[src/rtl/hsfc_pkg.sv]
// Shared types and constants for the half/single float converter.
// No dependencies; every other file of the block refers to it by scoped names.
package hsfc_pkg;

  // The four lanes are fixed by the channel payload, so this is a constant.
  localparam int LANE_COUNT = 4;
  localparam int WORD_W     = 32;
  localparam int COUNT_W    = 3;

  typedef enum logic {
    OP_WIDEN  = 1'b0,   // half to single
    OP_NARROW = 1'b1    // single to half
  } opcode_t;

  typedef enum logic {
    RND_NEAREST_EVEN = 1'b0,
    RND_TRUNCATE     = 1'b1
  } round_mode_t;

  typedef logic [WORD_W-1:0]          word_t;
  typedef word_t [LANE_COUNT-1:0]     lanes_t;

  // Per-item control that every lane needs.
  typedef struct packed {
    opcode_t opcode;
    logic    nearest;
  } lane_ctl_t;

  // Contents of the register between the lanes and the merging stage.
  typedef struct packed {
    opcode_t              opcode;
    logic [COUNT_W-1:0]   lanes_valid;
    lanes_t               res;
  } stage_t;

  // Field constants of the two formats.
  localparam logic [4:0]  HALF_EXP_MAX    = 5'h1F;
  localparam logic [7:0]  SGL_EXP_MAX     = 8'hFF;
  localparam logic [7:0]  HALF_SGL_BIAS   = 8'd112;  // 127 - 15
  localparam logic [7:0]  SUB_EXP_BASE    = 8'd103;  // 127 - 14 - 10
  localparam logic [7:0]  NARROW_OVF_EXP  = 8'd143;  // half exponent 31
  localparam logic [7:0]  NARROW_NORM_EXP = 8'd113;  // half exponent 1
  localparam logic [7:0]  NARROW_SUB_EXP  = 8'd102;  // smallest that keeps a bit
  localparam logic [7:0]  SUB_SHIFT_BASE  = 8'd126;  // 13 + (1 - ne) + 112
  localparam logic [14:0] HALF_INF        = 15'h7C00;
  localparam logic [9:0]  HALF_QUIET      = 10'h200;

endpackage

[src/rtl/hsfc_if.sv]
// Channel interfaces of the half/single float converter: input items,
// result items and the rounding-mode write port. Depends on hsfc_pkg.

interface hsfc_in_if;
  logic                          valid;
  logic                          ready;
  logic                          opcode;
  logic [hsfc_pkg::COUNT_W-1:0]  lanes_valid;
  hsfc_pkg::word_t               in_lane_0;
  hsfc_pkg::word_t               in_lane_1;
  hsfc_pkg::word_t               in_lane_2;
  hsfc_pkg::word_t               in_lane_3;

  modport source (output valid, opcode, lanes_valid, in_lane_0, in_lane_1,
                  in_lane_2, in_lane_3, input ready);
  modport sink   (input valid, opcode, lanes_valid, in_lane_0, in_lane_1,
                  in_lane_2, in_lane_3, output ready);
endinterface

interface hsfc_out_if;
  logic                          valid;
  logic                          ready;
  logic [hsfc_pkg::COUNT_W-1:0]  out_lanes_valid;
  hsfc_pkg::word_t               out_lane_0;
  hsfc_pkg::word_t               out_lane_1;
  hsfc_pkg::word_t               out_lane_2;
  hsfc_pkg::word_t               out_lane_3;

  modport source (output valid, out_lanes_valid, out_lane_0, out_lane_1,
                  out_lane_2, out_lane_3, input ready);
  modport sink   (input valid, out_lanes_valid, out_lane_0, out_lane_1,
                  out_lane_2, out_lane_3, output ready);
endinterface

interface hsfc_cfg_if;
  logic valid;
  logic ready;
  logic round_mode;

  modport source (output valid, round_mode, input ready);
  modport sink   (input valid, round_mode, output ready);
endinterface

[src/rtl/half_single_float_converter_core.sv]
// Top level of the half/single float converter: four conversion lanes,
// a lane result register and the merging output stage.
// Depends on hsfc_pkg, hsfc_if, hsfc_lane and hsfc_merge.
//
// Usage:
//   src carries input items (opcode, lanes_valid, in_lane_0..3) with a
//   valid/ready transfer. Opcode OP_WIDEN turns the low 16 bits of each
//   lane from half into single; OP_NARROW turns each 32-bit single into a
//   half placed in the low 16 bits. Lanes at or beyond lanes_valid give 0.
//   dst carries result items, one per input item, in order.
//   cfg writes round_mode (0 nearest even, 1 truncate); it is always ready
//   and should be written only while no item is in flight.
//
// Timing:
//   A result passes from its input transfer through the four parallel lanes
//   into the lane result register, then through the merging stage into the
//   output register. One item is taken every cycle while dst does not stall.
//
// Reset (rst, synchronous) empties both stages and sets round_mode to
// nearest even. When dst stalls, the output register holds its item and the
// lane result register can still take one more item before src.ready drops.
module half_single_float_converter_core (
  input  logic       clk,
  input  logic       rst,
  hsfc_in_if.sink    src,
  hsfc_out_if.source dst,
  hsfc_cfg_if.sink   cfg
);

  hsfc_pkg::round_mode_t round_mode;
  hsfc_pkg::lane_ctl_t   ctl;
  hsfc_pkg::lanes_t      lane_src;
  hsfc_pkg::lanes_t      lane_res;
  hsfc_pkg::stage_t      stage;
  logic                  stage_valid;
  logic                  merge_ready;
  logic                  accept;

  // The write port never stalls.
  assign cfg.ready = 1'b1;

  always_ff @(posedge clk) begin
    if (rst) begin
      round_mode <= hsfc_pkg::RND_NEAREST_EVEN;
    end else if (cfg.valid) begin
      round_mode <= hsfc_pkg::round_mode_t'(cfg.round_mode);
    end
  end

  assign ctl.opcode  = hsfc_pkg::opcode_t'(src.opcode);
  assign ctl.nearest = (round_mode == hsfc_pkg::RND_NEAREST_EVEN);

  assign lane_src[0] = src.in_lane_0;
  assign lane_src[1] = src.in_lane_1;
  assign lane_src[2] = src.in_lane_2;
  assign lane_src[3] = src.in_lane_3;

  // The lanes are independent copies of the same converter.
  for (genvar g = 0; g < hsfc_pkg::LANE_COUNT; g++) begin : g_lane
    hsfc_lane u_lane (
      .ctl (ctl),
      .src (lane_src[g]),
      .res (lane_res[g])
    );
  end

  // The lane result register advances whenever the merging stage can take
  // its content, so a full pipeline still moves one item per cycle while dst is ready.
  assign src.ready = !stage_valid || merge_ready;
  assign accept    = src.valid && src.ready;

  always_ff @(posedge clk) begin
    if (rst) begin
      stage_valid <= 1'b0;
    end else if (src.ready) begin
      stage_valid <= src.valid;
    end
  end

  always_ff @(posedge clk) begin
    if (accept) begin
      stage.opcode      <= ctl.opcode;
      stage.lanes_valid <= src.lanes_valid;
      stage.res         <= lane_res;
    end
  end

  hsfc_merge u_merge (
    .clk      (clk),
    .rst      (rst),
    .in_valid (stage_valid),
    .in_ready (merge_ready),
    .in_data  (stage),
    .dst      (dst)
  );

  // Both stages full and the receiver stalled: no new item may enter.
  a_full_blocks_input: assert property (@(posedge clk) disable iff (rst)
    stage_valid && dst.valid && !dst.ready |-> !src.ready)
    else $error("input taken while pipeline is full");

  // An accepted item always lands in the lane result register.
  a_accept_fills_stage: assert property (@(posedge clk) disable iff (rst)
    accept |=> stage_valid)
    else $error("accepted item lost");

  // Reset leaves no result on the output channel.
  a_reset_empties: assert property (@(posedge clk)
    rst |=> !dst.valid && !stage_valid)
    else $error("pipeline not empty after reset");

endmodule

[src/rtl/hsfc_lane.sv]
// One conversion lane: half to single widening or single to half narrowing.
// Pure combinational logic; depends on hsfc_pkg.
module hsfc_lane (
  input  hsfc_pkg::lane_ctl_t ctl,
  input  hsfc_pkg::word_t     src,
  output hsfc_pkg::word_t     res
);

  hsfc_pkg::word_t widen;
  logic [15:0]     narrow;

  // Widening path.
  always_comb begin
    logic        s;
    logic [4:0]  e;
    logic [9:0]  m;
    logic [3:0]  top;
    logic [3:0]  sh;
    logic [10:0] norm;
    logic [7:0]  expn;
    s    = src[15];
    e    = src[14:10];
    m    = src[9:0];
    top  = '0;
    for (int i = 0; i < 10; i++) begin
      if (m[i]) begin
        top = 4'(i);
      end
    end
    sh   = 4'd10 - top;
    norm = {1'b0, m} << sh;
    expn = hsfc_pkg::SUB_EXP_BASE + {4'b0, top};
    if (e == 5'd0) begin
      if (m == 10'd0) begin
        widen = {s, 31'd0};
      end else begin
        widen = {s, expn, norm[9:0], 13'd0};
      end
    end else if (e == hsfc_pkg::HALF_EXP_MAX) begin
      // The payload moves up by 13; its top bit lands under the forced quiet bit.
      widen = {s, hsfc_pkg::SGL_EXP_MAX, (m != 10'd0), m[8:0], 13'd0};
    end else begin
      widen = {s, 8'({3'b0, e} + hsfc_pkg::HALF_SGL_BIAS), m, 13'd0};
    end
  end

  // Narrowing path with guard and sticky rounding.
  always_comb begin
    logic        s;
    logic [7:0]  e;
    logic [22:0] m;
    logic [4:0]  ne;
    logic        inc_n;
    logic [15:0] rn;
    logic [4:0]  shamt;
    logic [47:0] ext;
    logic        inc_s;
    s     = src[31];
    e     = src[30:23];
    m     = src[22:0];
    ne    = 5'(e - hsfc_pkg::HALF_SGL_BIAS);
    inc_n = ctl.nearest && m[12] && ((|m[11:0]) || m[13]);
    rn    = {1'b0, ne, m[22:13]} + 16'(inc_n);
    shamt = 5'(hsfc_pkg::SUB_SHIFT_BASE - e);
    ext   = {1'b1, m, 24'd0} >> shamt;
    inc_s = ctl.nearest && ext[23] && ((|ext[22:0]) || ext[24]);
    if (e == 8'd0) begin
      narrow = {s, 15'd0};
    end else if (e == hsfc_pkg::SGL_EXP_MAX) begin
      if (m == 23'd0) begin
        narrow = {s, hsfc_pkg::HALF_INF};
      end else begin
        narrow = {s, hsfc_pkg::HALF_EXP_MAX, hsfc_pkg::HALF_QUIET | m[22:13]};
      end
    end else if (e >= hsfc_pkg::NARROW_OVF_EXP) begin
      narrow = {s, hsfc_pkg::HALF_INF};
    end else if (e >= hsfc_pkg::NARROW_NORM_EXP) begin
      if (rn[14:0] >= hsfc_pkg::HALF_INF) begin
        narrow = {s, hsfc_pkg::HALF_INF};
      end else begin
        narrow = {s, rn[14:0]};
      end
    end else if (e >= hsfc_pkg::NARROW_SUB_EXP) begin
      narrow = {s, 15'(ext[38:24] + 15'(inc_s))};
    end else begin
      narrow = {s, 15'd0};
    end
  end

  assign res = (ctl.opcode == hsfc_pkg::OP_NARROW) ? {16'd0, narrow} : widen;

endmodule

[src/rtl/hsfc_merge.sv]
// Merging stage: zeroes lanes beyond the valid count and holds the result
// item in the output register. Depends on hsfc_pkg and hsfc_if.
module hsfc_merge (
  input  logic               clk,
  input  logic               rst,
  input  logic               in_valid,
  output logic               in_ready,
  input  hsfc_pkg::stage_t   in_data,
  hsfc_out_if.source         dst
);

  hsfc_pkg::lanes_t masked;
  hsfc_pkg::lanes_t lanes;
  logic [hsfc_pkg::COUNT_W-1:0] count;
  logic             out_valid;
  logic             is_narrow;

  always_comb begin
    for (int i = 0; i < hsfc_pkg::LANE_COUNT; i++) begin
      masked[i] = (hsfc_pkg::COUNT_W'(i) < in_data.lanes_valid) ? in_data.res[i] : '0;
    end
  end

  assign in_ready = !out_valid || dst.ready;

  always_ff @(posedge clk) begin
    if (rst) begin
      out_valid <= 1'b0;
    end else if (in_ready) begin
      out_valid <= in_valid;
    end
  end

  always_ff @(posedge clk) begin
    if (in_ready && in_valid) begin
      lanes     <= masked;
      count     <= in_data.lanes_valid;
      is_narrow <= (in_data.opcode == hsfc_pkg::OP_NARROW);
    end
  end

  assign dst.valid           = out_valid;
  assign dst.out_lanes_valid = count;
  assign dst.out_lane_0      = lanes[0];
  assign dst.out_lane_1      = lanes[1];
  assign dst.out_lane_2      = lanes[2];
  assign dst.out_lane_3      = lanes[3];

  // A narrowed result never carries bits above the half word.
  a_narrow_upper_zero: assert property (@(posedge clk) disable iff (rst)
    out_valid && is_narrow |-> (lanes[0][31:16] == 16'd0) && (lanes[1][31:16] == 16'd0)
      && (lanes[2][31:16] == 16'd0) && (lanes[3][31:16] == 16'd0))
    else $error("narrowed lane has upper bits set");

  // With no valid lanes every lane reads zero.
  a_empty_item_zero: assert property (@(posedge clk) disable iff (rst)
    out_valid && (count == '0) |-> (lanes == '0))
    else $error("invalid lanes not zeroed");

endmodule

[src/flat_wrapper.sv]
// flat-port wrapper written by rule: the top's interface ports become plain ports
module half_single_float_converter_core_flat 
  (clk, rst, src_valid, src_opcode, src_lanes_valid, src_in_lane_0, src_in_lane_1, src_in_lane_2, src_in_lane_3, src_ready, dst_valid, dst_out_lanes_valid, dst_out_lane_0, dst_out_lane_1, dst_out_lane_2, dst_out_lane_3, dst_ready, cfg_valid, cfg_round_mode, cfg_ready);
  hsfc_in_if src_i ();
  hsfc_out_if dst_i ();
  hsfc_cfg_if cfg_i ();
  input  logic clk;
  input  logic rst;
  input wire logic [$bits(src_i.valid)-1:0] src_valid;
  input wire logic [$bits(src_i.opcode)-1:0] src_opcode;
  input wire logic [$bits(src_i.lanes_valid)-1:0] src_lanes_valid;
  input wire logic [$bits(src_i.in_lane_0)-1:0] src_in_lane_0;
  input wire logic [$bits(src_i.in_lane_1)-1:0] src_in_lane_1;
  input wire logic [$bits(src_i.in_lane_2)-1:0] src_in_lane_2;
  input wire logic [$bits(src_i.in_lane_3)-1:0] src_in_lane_3;
  output wire logic [$bits(src_i.ready)-1:0] src_ready;
  output wire logic [$bits(dst_i.valid)-1:0] dst_valid;
  output wire logic [$bits(dst_i.out_lanes_valid)-1:0] dst_out_lanes_valid;
  output wire logic [$bits(dst_i.out_lane_0)-1:0] dst_out_lane_0;
  output wire logic [$bits(dst_i.out_lane_1)-1:0] dst_out_lane_1;
  output wire logic [$bits(dst_i.out_lane_2)-1:0] dst_out_lane_2;
  output wire logic [$bits(dst_i.out_lane_3)-1:0] dst_out_lane_3;
  input wire logic [$bits(dst_i.ready)-1:0] dst_ready;
  input wire logic [$bits(cfg_i.valid)-1:0] cfg_valid;
  input wire logic [$bits(cfg_i.round_mode)-1:0] cfg_round_mode;
  output wire logic [$bits(cfg_i.ready)-1:0] cfg_ready;
  assign src_i.valid = src_valid;
  assign src_i.opcode = src_opcode;
  assign src_i.lanes_valid = src_lanes_valid;
  assign src_i.in_lane_0 = src_in_lane_0;
  assign src_i.in_lane_1 = src_in_lane_1;
  assign src_i.in_lane_2 = src_in_lane_2;
  assign src_i.in_lane_3 = src_in_lane_3;
  assign src_ready = src_i.ready;
  assign dst_valid = dst_i.valid;
  assign dst_out_lanes_valid = dst_i.out_lanes_valid;
  assign dst_out_lane_0 = dst_i.out_lane_0;
  assign dst_out_lane_1 = dst_i.out_lane_1;
  assign dst_out_lane_2 = dst_i.out_lane_2;
  assign dst_out_lane_3 = dst_i.out_lane_3;
  assign dst_i.ready = dst_ready;
  assign cfg_i.valid = cfg_valid;
  assign cfg_i.round_mode = cfg_round_mode;
  assign cfg_ready = cfg_i.ready;
  half_single_float_converter_core u_core (.clk(clk), .rst(rst), .src(src_i), .dst(dst_i), .cfg(cfg_i));
endmodule
[config.mk]
export PLATFORM = sky130hd
export DESIGN_NAME = half_single_float_converter_core_flat
export DESIGN_NICKNAME = d
export VERILOG_FILES = /design/src/rtl/hsfc_pkg.sv /design/src/rtl/hsfc_if.sv /design/src/rtl/half_single_float_converter_core.sv /design/src/rtl/hsfc_lane.sv /design/src/rtl/hsfc_merge.sv /design/src/flat_wrapper.sv
export SDC_FILE = /design/constraint.sdc
export NUM_CORES = 1
export LEC_CHECK = 0
export BUFFER_PORTS_ARGS = -buffer_cell sky130_fd_sc_hd__buf_4
export CAP_MARGIN = 20
export CORE_MARGIN = 2
export CORE_UTILIZATION = 60
export CTS_CLUSTER_SIZE = 20
export DETAILED_ROUTE_END_ITERATION = 8
export GPL_TIMING_DRIVEN = 0
export PLACE_DENSITY = 0.82
export SETUP_SLACK_MARGIN = 0.05
export SYNTH_ARGS = -nofsm -noshare
export SYNTH_HDL_FRONTEND = slang
export SYNTH_SLANG_ARGS = --single-unit
[constraint.sdc]
create_clock -name clk -period 8.43 [get_ports clk]
set_input_delay 0.843 -clock clk [delete_from_list [all_inputs] [get_ports clk]]
set_output_delay 0.843 -clock clk [all_outputs]
set_load 0.01 [all_outputs]
# Yosys cells after proc, flatten, opt, wreduce, memory -nomap -nowiden
# Index checks and enable logic that the tools add are counted.
[classes]
add_sub_neg = 28
n_mul = 0
div = 0
magnitude_cmp = 20
n_eq_ne = 8
n_shift = 8
mux = 80
bitwise = 1
reduce_logical = 58
[ops]
columns = ["op", "count"]
rows = [
  ["31-bit two-way mux", 12],
  ["15-bit two-way mux", 24],
  ["48-bit by 5-bit >> shifter with 39-bit output", 4],
  ["15-bit by 1-bit adder with 15-bit output", 8],
  ["4-bit two-way mux", 24],
  ["23-bit logical NOT", 4],
  ["23-bit OR reduction", 4],
  ["8-bit by 7-bit greater-or-equal comparator with 1-bit output (second input constant)", 8],
  ["16-bit two-way mux", 4],
  ["15-bit greater-or-equal comparator (second input constant)", 4],
  ["12-bit OR reduction", 4],
  ["10-bit logical NOT", 4],
  ["10-bit two-way mux", 4],
  ["10-bit nonzero test", 4],
  ["10-bit by 4-bit left shift with 10-bit output", 4],
  ["5-bit by 7-bit adder with 8-bit output (second input constant)", 4],
  ["7-bit by 4-bit adder with 8-bit output (first input constant)", 4],
  ["8-bit equality test (second input constant)", 4],
  ["8-bit greater-or-equal comparator (second input constant)", 4],
  ["8-bit logical NOT", 4],
  ["5-bit equality test (second input constant)", 4],
  ["5-bit logical NOT", 4],
  ["5-bit subtractor (first input constant)", 4],
  ["5-bit subtractor (second input constant)", 4],
  ["other kinds (9)", 51],
]
[totals]
ff_bits = 265
latch_bits = 0
ramBits = 0
rom_bits = 0
input_bits = 138
output_inout_bits = 134
wordCells = 220
mem_count = 0

# Depth between registers and ports, before layout
[logic_depth]
depth_word = 14
depth_mapped = 20
ltp_nobuf = 15

# By module
# Synthesis repeated with hierarchy kept, for this count alone.
[unflattened]
cells_unflattened = 2625
hier_area_um2 = 24736.2
[modules_own_cells]
columns = ["module", "instances", "cells_per_inst", "area_each_um2", "seq_area_each_um2"]
rows = [
  ["hsfc_lane (u_core.g_lane[0].u_lane ...)", 2, 535, 3858.7, 0.0],
  ["hsfc_merge", 1, 279, 4863.4, 3953.8],
  ["hsfc_lane (u_core.g_lane[2].u_lane)", 1, 573, 4144.0, 0.0],
  ["half_single_float_converter_core", 1, 143, 4067.7, 4003.8],
  ["hsfc_lane (u_core.g_lane[1].u_lane)", 1, 560, 3943.8, 0.0],
]

# Least setup slack after synthesis
# No wires, ideal clock.
[synth_path]
path_kind = "input port to flip-flop"
start = "in dst_ready"
end = "reg u_core.u_merge.lanes, in the netlist u_core.u_merge.dst.out_lane_0[0] (enable)"
setup_ps = 630
arrival_time_ps = 6539
required_ps = 7800
path_slack_ps = 1261
stages = 2
n_path_buf = 0
path_cell_list = "nor2b_1 nor2b_1"
[synth_via]
elab_chain_cells = 2
[synth_lines]
columns = ["item", "line", "text"]
rows = [
  ["from (decl)", "flat_wrapper.sv:23", "input wire logic [$bits(dst_i.ready)-1:0] dst_ready;"],
  ["1-bit logical OR", "hsfc_merge.sv:24", "assign in_ready = !out_valid || dst.ready;"],
  ["1-bit logical AND", "hsfc_merge.sv:35", "if (in_ready && in_valid) begin"],
  ["to (signal assigned)", "hsfc_merge.sv:36", "lanes <= masked;"],
  ["to (decl)", "hsfc_merge.sv:13", "hsfc_pkg::lanes_t lanes;"],
]
# No other way between the ends.
# A chain may end at the register's enable or synchronous reset.

# Worst setup path after layout
[layout_path]
start = "in src_in_lane_2[23]"
end = "reg u_core.stage[68] (netlist name) (data pin)"
[layout_via]
elab_chain_cells = 12
elab_cells_between_ends = 22
cone_classes = "4 x add/sub; 4 x order compare; 1 x eq/ne; 1 x shift; 7 x mux; 5 x reduce/logical"
[layout_lines]
columns = ["item", "line", "text"]
rows = [
  ["from (decl)", "flat_wrapper.sv:14", "input wire logic [$bits(src_i.in_lane_2)-1:0] src_in_lane_2;"],
  ["5-bit subtractor", "hsfc_lane.sv:64", "shamt = 5'(hsfc_pkg::SUB_SHIFT_BASE - e);"],
  ["48-bit by 5-bit >> shifter with 39-bit output", "hsfc_lane.sv:65", "ext = {1'b1, m, 24'd0} >> shamt;"],
  ["23-bit OR reduction", "hsfc_lane.sv:66", "inc_s = ctl.nearest && ext[23] && ((|ext[22:0]) || ext[24]);"],
  ["1-bit logical OR", "hsfc_lane.sv:66", ""],
  ["1-bit logical AND", "hsfc_lane.sv:66", ""],
  ["15-bit by 1-bit adder with 15-bit output", "hsfc_lane.sv:84", "narrow = {s, 15'(ext[38:24] + 15'(inc_s))};"],
  ["15-bit two-way mux", "hsfc_lane.sv:83", "end else if (e >= hsfc_pkg::NARROW_SUB_EXP) begin"],
  ["15-bit two-way mux", "hsfc_lane.sv:77", "end else if (e >= hsfc_pkg::NARROW_NORM_EXP) begin"],
  ["15-bit two-way mux", "hsfc_lane.sv:75", "end else if (e >= hsfc_pkg::NARROW_OVF_EXP) begin"],
  ["15-bit two-way mux", "hsfc_lane.sv:69", "end else if (e == hsfc_pkg::SGL_EXP_MAX) begin"],
  ["15-bit two-way mux *", "hsfc_lane.sv:67", "if (e == 8'd0) begin"],
  ["16-bit two-way mux *", "hsfc_lane.sv:90", "assign res = (ctl.opcode == hsfc_pkg::OP_NARROW) ? {16'd0, narrow} : widen;"],
  ["to (decl)", "half_single_float_converter_core.sv:34", "hsfc_pkg::stage_t stage;"],
]
# Every way passes the cells marked *; elsewhere a longest branch is shown, timed or not.

==> results_dict.tcl <==
set metrics [dict create \
    via_count 22300 \
    drive_above_1_share_pct 20.1 \
    clock_path_buffers 3 \
    clock_latency_ps 590 \
    p_clk_share_pct 29.9 \
    fill_cells 2836 \
    yosys.area.top_type "edfxtp_1" \
    p_per_area_nw_per_um2 158 \
    arrival_ps 6280 \
    cts_setup_buffers 0 \
    yosys_warnings 0 \
    cp_cell_sequence "buf_4 > buf_4 > inv_1 > buf_2 > clkbuf_1 > ha_1 > buf_4 > buf_4 > mux2i_1 > mux2i_1 > mux4_2 > a21oi_1 > nor2_1 > ha_1 > nor3b_1 > nor3_1 > o41ai_1 > a22o_1" \
    cts.clk_slew.worst_paths_ps 60 \
    critPathLaunchType "primary input" \
    worst_path_max_delay_cell "a21oi_1" \
    die_x_um 199 \
    maxSlewHeadroom_pct 29.7 \
    crit_path_max_incr_delay_ps 620 \
    finalMaxSlewViolations 0 \
    ys_ff_latch 257 \
    p_int_mw 2.77 \
    die_h_um 199 \
    synthDistinctLibCells 104 \
    grt_max_degree 65 \
    synth_seq_area_share_pct 33.6 \
    layout_commonest_cell "buf_4" \
    io_buffers 238 \
    yosys-top-cells-area "edfxtp_1 33%, mux4_2 11%, mux2i_1 5.3%" \
    htree_levels 1 \
    path_max_fanout 11 \
    tns_ps 0 \
    mostFrequentLayoutCells "266 x buf_4, 254 x edfxtp_1, 194 x nor2_1" \
    vdd_drop_max_mv 0.173 \
    viasPerCell 6.94 \
    hold_violations 0 \
    insertedDiodeCount 0 \
    routabilityCongestion 1.04 \
    ios 272 \
    p_seq_share_pct 36.6 \
    tightest_slew_ps 1050 \
    pwr-share-comb_pct 33.5 \
    period_share_pct 70.7 \
    core_um2 37600 \
    crit_type "in2reg" \
    cp_common_cell "buf_4" \
    switchingPower_mw 1.42 \
    holdWs_ps 433 \
    required_ps 8750 \
    drv_cap 0 \
    swShare_pct 33.8 \
    nNetsFinal 2861 \
    drc 0 \
    grt-ovfl-total 0 \
    synthFlopType "edfxtp_1" \
    drtIter0Drc 2688 \
    leakage_nw 9.80 \
    cts.sink_count 257 \
    syn_area_um2 22900 \
    track_usage_pct 39.5 \
    row_count 71 \
    end_kind "flop" \
    fmaxAchievable_mhz 168 \
    drt_first_pass_iters 8 \
    drtAntennaViolNets 0 \
    numCtsBuffers 29 \
    finalSetupViolations 0 \
    fin_worst_skew_ps 33.6 \
    dp_hpwl_um 60800 \
    async_flop_share_pct 0 \
    wl_per_cell_um 24.8 \
    wl_um 79700 \
    outcome "complete, no violations" \
    grt_pass1_wl_um 121000 \
    grt_antenna_before_repair 2 \
    synth_edf_count 254 \
    start_util_pct 60.9 \
    final.min_clock_period_ps 5960 \
    dieArea_um2 39700 \
    syn_nets 2584 \
    cts_tree "done" \
    hold_buffers 0 \
    avgSynthCellArea_um2 9.49 \
    ctsRootBufferMaster "clkbuf_16" \
    synth.top_cell.area_share_pct 33.3 \
    hp-class "in2reg" \
    syn_inst 2410 \
    postCtsResizedCells 0 \
    grt_pass1_vias 21400 \
    area_growth_pct 15.5 \
    rsz0062_at_grt "false" \
]
[cell families (layout without fill, tap and decap cells)]
kind of cell	after synthesis	after routing	synth area share (%)
AOI/OAI and AO/OA	529	529	15.4
other	1	1	0.0164
and+or+nand+nor	941	941	21.3
DFF	257	257	33.6
adders and majority gates	36	36	1.97
muxes	275	275	18.4
buffers and inverters	271	569	5.28
xor gates and xnor gates	100	100	4.04
[flip-flops by register name, indices dropped and copies added (netlist names)]
signal                              cells
u_core.stage                          127
u_core.round_mode                       1
u_core.u_merge.dst.out_lane_2          31
u_core.u_merge.dst.valid                1
u_core.u_merge.dst.out_lane_3          31
u_core.stage_valid                      1
u_core.u_merge.dst.out_lane_1          31
u_core.u_merge.dst.out_lanes_valid      3
u_core.u_merge.dst.out_lane_0          31
[routing by layer]
layer	routed length (µm)	share of wire, %	global-route usage (%)	vias to the layer above
li1	-	-	-	9682
met1	29900	38	52.4	10600
met2	36200	45	62.7	1770
met3	9720	12	8.61	317
met4	3810	4.8	17.1	4
met5	54	0.068	0	-
[path summary, 6_finish.rpt]
kind,slack (ps),endpoint,depth (start not counted),startpoint
setup reg to reg,4320,u_core.stage[67]$_SDFFCE_PP0P_,12,u_core.round_mode$_SDFFE_PP0P_
hold / removal,430,u_core.stage[129]$_DFFE_PP_,1,src_lanes_valid[1]
setup / recovery,2470,u_core.stage[68]$_SDFFCE_PP0P_,18,src_in_lane_2[23]
hold reg to reg,520,u_core.u_merge.dst.out_lane_3[6]$_SDFFCE_PN0P_,1,u_core.stage[102]$_SDFFCE_PP0P_
[synth_stat cells (all sizes together) (20+ instances only)]
cell type,n
nor2,194
xnor2,62
edfxtp,254
ha,36
clkbuf,143
or3,27
o22ai,23
a31oi,29
nand2,191
a22oi,22
inv,60
a211oi,20
o211ai,20
mux2,41
o21ai,124
nand2b,24
nor4,40
a21oi,126
mux2i,123
mux4,111
nor3,72
and2,48
buf,67
nand4,28
and3,28
nand3,107
nor2b,118
xor2,38
[area by class of cell]
cell class | count | area, µm² | share of cell area (%)
inverter | 61 | 229 | 0.867
sequential | 257 | 7690 | 29.1
timing repair buffer | 246 | 1970 | 7.45
clock inverter | 14 | 150 | 0.568
tap | 511 | 639 | 2.42
clock buffer | 38 | 779 | 2.95
multi-input combinational | 1882 | 14000 | 52.9
buffer | 210 | 980 | 3.71
[stage by stage]
| stage | setup slack (ps) | power (mW) | utilization (%) | area [µm²] | instances |
|---|---|---|---|---|---|
| global placement | -1040 | 2.88 | 67.3 | 25300 | 3159 |
| detailed placement | 2110 | 2.90 | 67.8 | 25500 | 3167 |
| global route | 2410 | 4.32 | 70.3 | 26400 | 3219 |
| floorplan | 1260 | 2.47 | - | 22900 | 2410 |
| finish | 2470 | 4.18 | 70.3 | 26400 | 3219 |
| CTS | 2720 | 4.14 | 70.3 | 26400 | 3219 |
[critical path, delay by kind of cell]
family,cells,cell delay [ps]
adder cells (fa/ha/maj),2,570
multiplexers,3,1150
buffers and inverters,7,1960
AND/OR/NAND/NOR,3,710
AO/OA/AOI/OAI,3,1050
[power groups by stage]
stage               Clock [mW]  Sequential, mW  Combinational (mW)
finish                    1.25            1.53                1.40
CTS                       1.26            1.53                1.36
detailed placement           0            1.56                1.35
global placement             0            1.57                1.32
floorplan                    0            1.57               0.896
global route              1.30            1.54                1.48
Note: power is estimated with default switching activity, not from simulation.
